`config.mk`:
```
export PLATFORM = sky130hd
export DESIGN_NAME = bmgs_front
export DESIGN_NICKNAME = d
export VERILOG_FILES = /design/src/rtl/bmgs_pkg.sv /design/src/rtl/bmgs_front.sv
export SDC_FILE = /design/constraint.sdc
export NUM_CORES = 1
export LEC_CHECK = 0
export CORE_ASPECT_RATIO = 0.6
export CORE_MARGIN = 5
export CORE_UTILIZATION = 40
export CTS_CLUSTER_DIAMETER = 80
export DETAILED_ROUTE_END_ITERATION = 16
export DONT_BUFFER_PORTS = 1
export GPL_TIMING_DRIVEN = 0
export PLACE_DENSITY = 0.59
export SYNTH_ARGS = -nofsm -noshare
export SYNTH_HDL_FRONTEND = slang
export SYNTH_SLANG_ARGS = --single-unit
```
`constraint.sdc`:
```
create_clock -name i_clk -period 11 [get_ports i_clk]
set_input_delay 1.1 -clock i_clk [delete_from_list [all_inputs] [get_ports i_clk]]
set_output_delay 1.1 -clock i_clk [all_outputs]
set_load 0.02 [all_outputs]
```
`src/rtl/bmgs_pkg.sv`:
```
// Package for the Box-Muller Gaussian sampler: shared types and constants.
// Used by bmgs_front, bmgs_back and box_muller_gaussian_sampler_top.
package bmgs_pkg;

    localparam int ROT_STEPS = 30;
    localparam int LOG_STEPS = 28;
    localparam logic [63:0] PI_Q60 = 64'h3243F6A8885A308D;
    localparam logic [31:0] PI_Q30 = 32'hC90FDAA2;   // PI_Q60 >> 30, Q2.30
    localparam logic signed [33:0] GAIN_Q30 = 34'sh026DD3B6A;
    // round(2 ln2 * 2^28)
    localparam logic [31:0] TWO_LN2_Q28 = 32'h162E42FF;

    typedef enum logic [2:0] {
        t_IDLE, t_LOG, t_SCALE, t_SQRT, t_ROT, t_MAP, t_MUL, t_OUT
    } t_state;

    // Word handed from the front to the back through the queue.
    typedef struct packed {
        logic signed [31:0] mean;
        logic [31:0]        spread;
        logic [47:0]        u1;
        logic [31:0]        a32;
        logic               cached;
    } t_job;

    function automatic logic signed [33:0] atan_q30(input logic [4:0] i);
        logic signed [33:0] v;
        case (i)
            5'd0:  v = 34'sd843314857;
            5'd1:  v = 34'sd497837829;
            5'd2:  v = 34'sd263043837;
            5'd3:  v = 34'sd133525159;
            5'd4:  v = 34'sd67021687;
            5'd5:  v = 34'sd33543516;
            5'd6:  v = 34'sd16775851;
            5'd7:  v = 34'sd8388437;
            5'd8:  v = 34'sd4194283;
            5'd9:  v = 34'sd2097149;
            5'd10: v = 34'sd1048576;
            5'd11: v = 34'sd524288;
            5'd12: v = 34'sd262144;
            5'd13: v = 34'sd131072;
            5'd14: v = 34'sd65536;
            5'd15: v = 34'sd32768;
            5'd16: v = 34'sd16384;
            5'd17: v = 34'sd8192;
            5'd18: v = 34'sd4096;
            5'd19: v = 34'sd2048;
            5'd20: v = 34'sd1024;
            5'd21: v = 34'sd512;
            5'd22: v = 34'sd256;
            5'd23: v = 34'sd128;
            5'd24: v = 34'sd64;
            5'd25: v = 34'sd32;
            5'd26: v = 34'sd16;
            5'd27: v = 34'sd8;
            5'd28: v = 34'sd4;
            5'd29: v = 34'sd2;
            default: v = 34'sd1;
        endcase
        return v;
    endfunction

endpackage

```
`src/rtl/bmgs_front.sv`:
```
// Front end of the sampler: accepts request words, tracks the cache phase,
// drops generating requests with a zero radius word and queues the rest.
// Depends on bmgs_pkg.
module bmgs_front #(
    parameter int UNIFORM_BITS = 32
) (
    input  logic                    i_clk,
    input  logic                    i_rst_n,
    input  logic                    i_valid,
    output logic                    o_stall,
    input  logic [31:0]             i_mean,
    input  logic [31:0]             i_spread,
    input  logic [UNIFORM_BITS-1:0] i_uniform_radius,
    input  logic [UNIFORM_BITS-1:0] i_uniform_angle,
    output logic                    o_job_valid,
    output bmgs_pkg::t_job          o_job,
    input  logic                    i_job_take
);
    // Two-entry queue.
    bmgs_pkg::t_job r_q [2];
    logic r_wp, r_rp;
    logic [1:0] r_cnt;
    logic r_gen_next;   // next request counted for caching phase
    logic [31:0] w_a32;
    logic w_acc, w_push;
    bmgs_pkg::t_job w_job;

    generate
        if (UNIFORM_BITS >= 32) begin : g_wide
            assign w_a32 = i_uniform_angle[UNIFORM_BITS-1 -: 32];
        end else begin : g_narrow
            assign w_a32 = {i_uniform_angle, {(32-UNIFORM_BITS){1'b0}}};
        end
    endgenerate

    assign o_stall = (r_cnt == 2'd2);
    assign w_acc = i_valid && !o_stall;
    assign w_push = w_acc && (r_gen_next || (i_uniform_radius != '0));

    always_comb begin
        w_job = '0;
        w_job.mean = i_mean;
        w_job.spread = i_spread;
        w_job.u1 = 48'(i_uniform_radius);
        w_job.a32 = w_a32;
        w_job.cached = r_gen_next;
    end

    assign o_job_valid = (r_cnt != 2'd0);
    assign o_job = r_q[r_rp];

    always_ff @(posedge i_clk) begin
        if (!i_rst_n) begin
            r_wp <= 1'b0;
            r_rp <= 1'b0;
            r_cnt <= 2'd0;
            r_gen_next <= 1'b0;
        end else begin
            if (w_push) begin
                r_q[r_wp] <= w_job;
                r_wp <= ~r_wp;
                r_gen_next <= ~r_gen_next;
            end
            if (i_job_take) r_rp <= ~r_rp;
            r_cnt <= r_cnt + 2'(w_push) - 2'(i_job_take);
        end
    end
endmodule

```
# After elaboration in Yosys (flattened, before gate mapping)
# Memories as Yosys holds them, arrays and structs flattened. A register that Yosys moved wholly into a read port is not among the register bits.
# Cells that the tools add are included.
# W data, S select, Z words.
dict set report op_classes {
  add_sub_neg 2
  eq_ne 1
  muxes 5
  n_bitwise 3
  n_reduce_logical 6
}
# op count
set op_table {}
lappend op_table {{$reduce_bool A32 Y1} 1}
lappend op_table {{$mux W1} 5}
lappend op_table {{$not A1 Y1} 3}
lappend op_table {{$add A2 B1 Y2} 1}
lappend op_table {{$eq A2 B2 Y1 const B} 1}
lappend op_table {{$logic_and A1 B1 Y1} 2}
lappend op_table {{$reduce_bool A2 Y1} 1}
lappend op_table {{$sub A2 B1 Y2} 1}
lappend op_table {{$logic_not A1 Y1} 1}
lappend op_table {{$logic_or A1 B1 Y1} 1}
dict set report totals {
  regBits 5
  ram_bits 258
  input_bits 132
  output_inout_bits 147
  mem_count 1
}
# memory depth width rd rd_clocked_by_memory_dff write_ports line_no
set mem_list {}
lappend mem_list {r_q 2 129 1 1 1 bmgs_front.sv:20} ;# bmgs_pkg::t_job r_q [2];

# Depth between registers and ports, before layout
dict set report logic_depth {
  ltp_word 7
  depth_mapped 9
  depth_no_buf 9
}

# Least setup slack after synthesis
# OpenSTA, ideal clock, no wires.
dict set report synth_path {
  kind {input-to-reg}
  start {in i_valid}
  end {mem r_q[1][0] (netlist bit), enable pin}
  setup_time_ns 0.619
  arrival_time_ns 6.800
  t_required_ns 10.381
  setup_slack_ns 3.582
  stages 3
  path_buffers 0
  cell_sequence {nor2b_1 o31ai_1 nor2_1}
}
dict set report synth_between {
  elab_chain_len 5
}
# item line_no
set synth_lines {}
lappend synth_lines {{from (decl)} bmgs_front.sv:9} ;# input logic i_valid,
lappend synth_lines {{$logic_and A1 B1 Y1} bmgs_front.sv:37} ;# assign w_acc = i_valid && !o_stall;
lappend synth_lines {{$logic_and A1 B1 Y1} bmgs_front.sv:38} ;# assign w_push = w_acc && (r_gen_next || (i_uniform_radius != '0));
lappend synth_lines {{$mux W1} bmgs_front.sv:59} ;# if (w_push) begin
lappend synth_lines {{$mux W1} bmgs_front.sv:53} ;# if (!i_rst_n) begin
lappend synth_lines {{$mux W1 (not written as such)} bmgs_front.sv:60} ;# r_q[r_wp] <= w_job;
lappend synth_lines {{to (decl)} bmgs_front.sv:20}
# No other way between the ends.

==> out/metrics.yaml <==
placed_design:
  dp_hpwl_mm: 14.8
  place_congestion: 0.736
  dp_cells: 811
  port_buffers: 0
worst_setup_path:
  cp.arrival_ps: 2270
  critPathCaptureType: "output pin"
  crit_fanout: 10
  path_class: "register to output pin"
  critPathRequiredTime_ps: 9900
  timing.reg2reg.setup_slack_ps: 8210
  crit_path_start_kind: "register"
floorplanning:
  die_h_um: 131
  start_util_pct: 40.5
  design.die.area_sq_um: 27700
  core_area_sq_um: 24100
  row_count: 44
  die_x_um: 212
  ioPinCount: 279
timing:
  worst_pin_slew_ps: 812
  rsz0062_at_grt: "no"
  tns_ps: 0
  min_period_over_period_pct: 30.7
  slew_headroom_pct: 45.4
  finalSetupViolations: 0
  fmaxAchievable_mhz: 296
  hold_viol: 0
  hold_slack_ps: 556
  slew_violations: 0
  fin_worst_skew_ps: 18.0
  min_period_ps: 3370
pwr:
  p_comb_share_pct: 13.7
  netSwitchingFraction_pct: 24.1
  peakVddDrop_uv: 114
  pwr_density_cell_nw_per_um2: 218
  power.share.clock_pct: 35.5
  power.switching_mw: 0.594
  pwr-share-seq_pct: 50.7
  p_leak_nw: 3.67
  internal-power_mw: 1.87
  power_mw: 2.46
logic_synthesis:
  ys.warnings.count: 0
  ys_seq_elements: 264
  yosysUniqueCellTypes: 28
  yosysSeqAreaShare_pct: 80.5
  avgSynthCellArea_sq_um: 21.1
  syn_inst: 464
  syn_area_sq_um: 9770
route:
  detail-route-antenna-nets: 0
  wl_mm: 19.7
  dr.pass1.iters: 5
  num_vias: 4249
  drc_errors: 0
  dr.first_iter.drc_count: 151
  wl_per_cell_um: 23.1
  via_per_inst: 4.98
cts:
  h-tree-depth: 1
  cts_setup_buffers: 0
  cts_resized: 0
  numCtsBuffers: 25
  cts_tree: "built"
  clkLatencyLatePin_ps: 520
  cts-hold-fix-buffers: 0
  clock_sinks: 264
  ctsLongestPathBuffers: 3
  root_buffer: "clkbuf_16"
  clkTransAtPathRegs_ps: 60
final_layout:
  drive_gt1_share_pct: 38.5
  fin_util_pct: 46.8
  final_cell_mix: "258 x edfxtp_1, 129 x mux2_2, 25 x clkbuf_16"
  area_delta_synth_final_pct: 15.6
  layout_commonest_cell: "edfxtp_1"
  diodes: 0
  layout.nets: 650
  instances_no_fill: 854
global_route:
  antenna_found_initial: 0
  grt_use_total_pct: 13.5
  grt_pass1_vias: 4489
  globalRouteOverflowTotal: 0
  grt_pass1_wl_mm: 28.2
  grt_start_max_net_pins: 27
status:
  status: "completed"
flow_run:
  cap_violations: 0
hold_path:
  hold_class: "register to register"
==> registers in the layout, summed over array words and instances, names as in the netlist, named ones only <==
signal and count:
r_rp 1, r_gen_next 1, r_wp 1, r_q 258, r_cnt 2
==> power groups by stage <==
stage          sequential [mW]  clock (mW)  combinational (mW)
6_report                  1.25       0.874               0.338
5_1_grt                   1.26       0.946               0.359
4_1_cts                   1.25       0.903               0.345
3_3_place_gp              1.30           0               0.310
3_5_place_dp              1.27           0               0.344
2_1_floorplan             1.28           0               0.255
==> path summary, 6_finish.rpt <==
| path | start | cells past startpoint | end |
|---|---|---|---|
| worst max-delay path | register | 3 | o_job[49] |
| worst min-delay path | r_gen_next | 0 | r_q[1][0] |
| worst max register to register | r_gen_next | 7 | r_q[1][121] |
| worst min register to register | r_gen_next | 0 | r_q[1][0] |
==> layout make-up <==
cell class              instances  area [sq um]
multi-input cells             184          1780
well taps                     322           403
inverters                       1          3.75
fillers                      1969         12800
clock buffers                  30           644
plain buffers                  30           188
clock inverters                13           191
repair buffers                 10           215
flip-flops and latches        264          7870
==> stage by stage <==
| step | area, sq um | setup slack, ps |
|---|---|---|
| 4_1_cts | 11300 | 7470 |
| 2_1_floorplan | 9820 | 3580 |
| 3_5_place_dp | 10500 | 7290 |
| 3_3_place_gp | 10200 | 852 |
| 5_1_grt | 11300 | 7400 |
| 6_report | 11300 | 7630 |
==> layer usage <==
| metal | routed length, um | global-route usage [%] |
|---|---|---|
| met5 | 0 | 0 |
| met4 | 359 | 2.80 |
| met3 | 2680 | 8.57 |
| met2 | 8970 | 20.6 |
| met1 | 7740 | 16.5 |
==> logic make-up after synthesis <==
| group | after synthesis | synth area share (%) |
|---|---|---|
| and+or+nand+nor | 29 | 1.72 |
| DFF | 264 | 80.5 |
| other | 1 | 0.0384 |
| adders and majority gates | 2 | 0.256 |
| buffers and inverters | 31 | 1.96 |
| muxes | 129 | 14.9 |
| xor gates and xnor gates | 3 | 0.269 |
| AOI/OAI and AO/OA | 5 | 0.346 |
==> cells in the mapped netlist <==
| cell type | instances | share of area, % |
|---|---|---|
| edfxtp_1 | 258 | 79 |
| mux2_2 | 129 | 15 |
| buf_4 | 16 | 1.2 |
| buf_2 | 12 | 0.61 |
| nor4_1 | 7 | 0.45 |
| dfxtp_1 | 6 | 1.2 |
| nand2_1 | 5 | 0.19 |
| and2_1 | 4 | 0.26 |
| nor2_1 | 3 | 0.12 |
| clkbuf_1 | 2 | 0.077 |
| ha_1 | 2 | 0.26 |
| nor2b_1 | 2 | 0.13 |
| o21ai_0 | 2 | 0.10 |
| xnor2_1 | 2 | 0.18 |
| and4bb_2 | 1 | 0.13 |
| conb_1 | 1 | 0.038 |
| inv_1 | 1 | 0.038 |
| nand2b_1 | 1 | 0.064 |
| nand3_1 | 1 | 0.051 |
| nand4_1 | 1 | 0.064 |
| nor3_1 | 1 | 0.051 |
| nor3b_1 | 1 | 0.077 |
| o2111ai_1 | 1 | 0.090 |
| o211ai_1 | 1 | 0.077 |
| o31ai_1 | 1 | 0.077 |
| or2_2 | 1 | 0.064 |
| or4_1 | 1 | 0.077 |
| xor2_1 | 1 | 0.090 |
==> worst max-delay path, cell delays in order, from the launching register on <==
cell      delay (ps)
dfxtp_1          340
clkbuf_1         540
buf_2            420
mux2_2           450
Note: power is estimated with default switching activity, not from simulation.
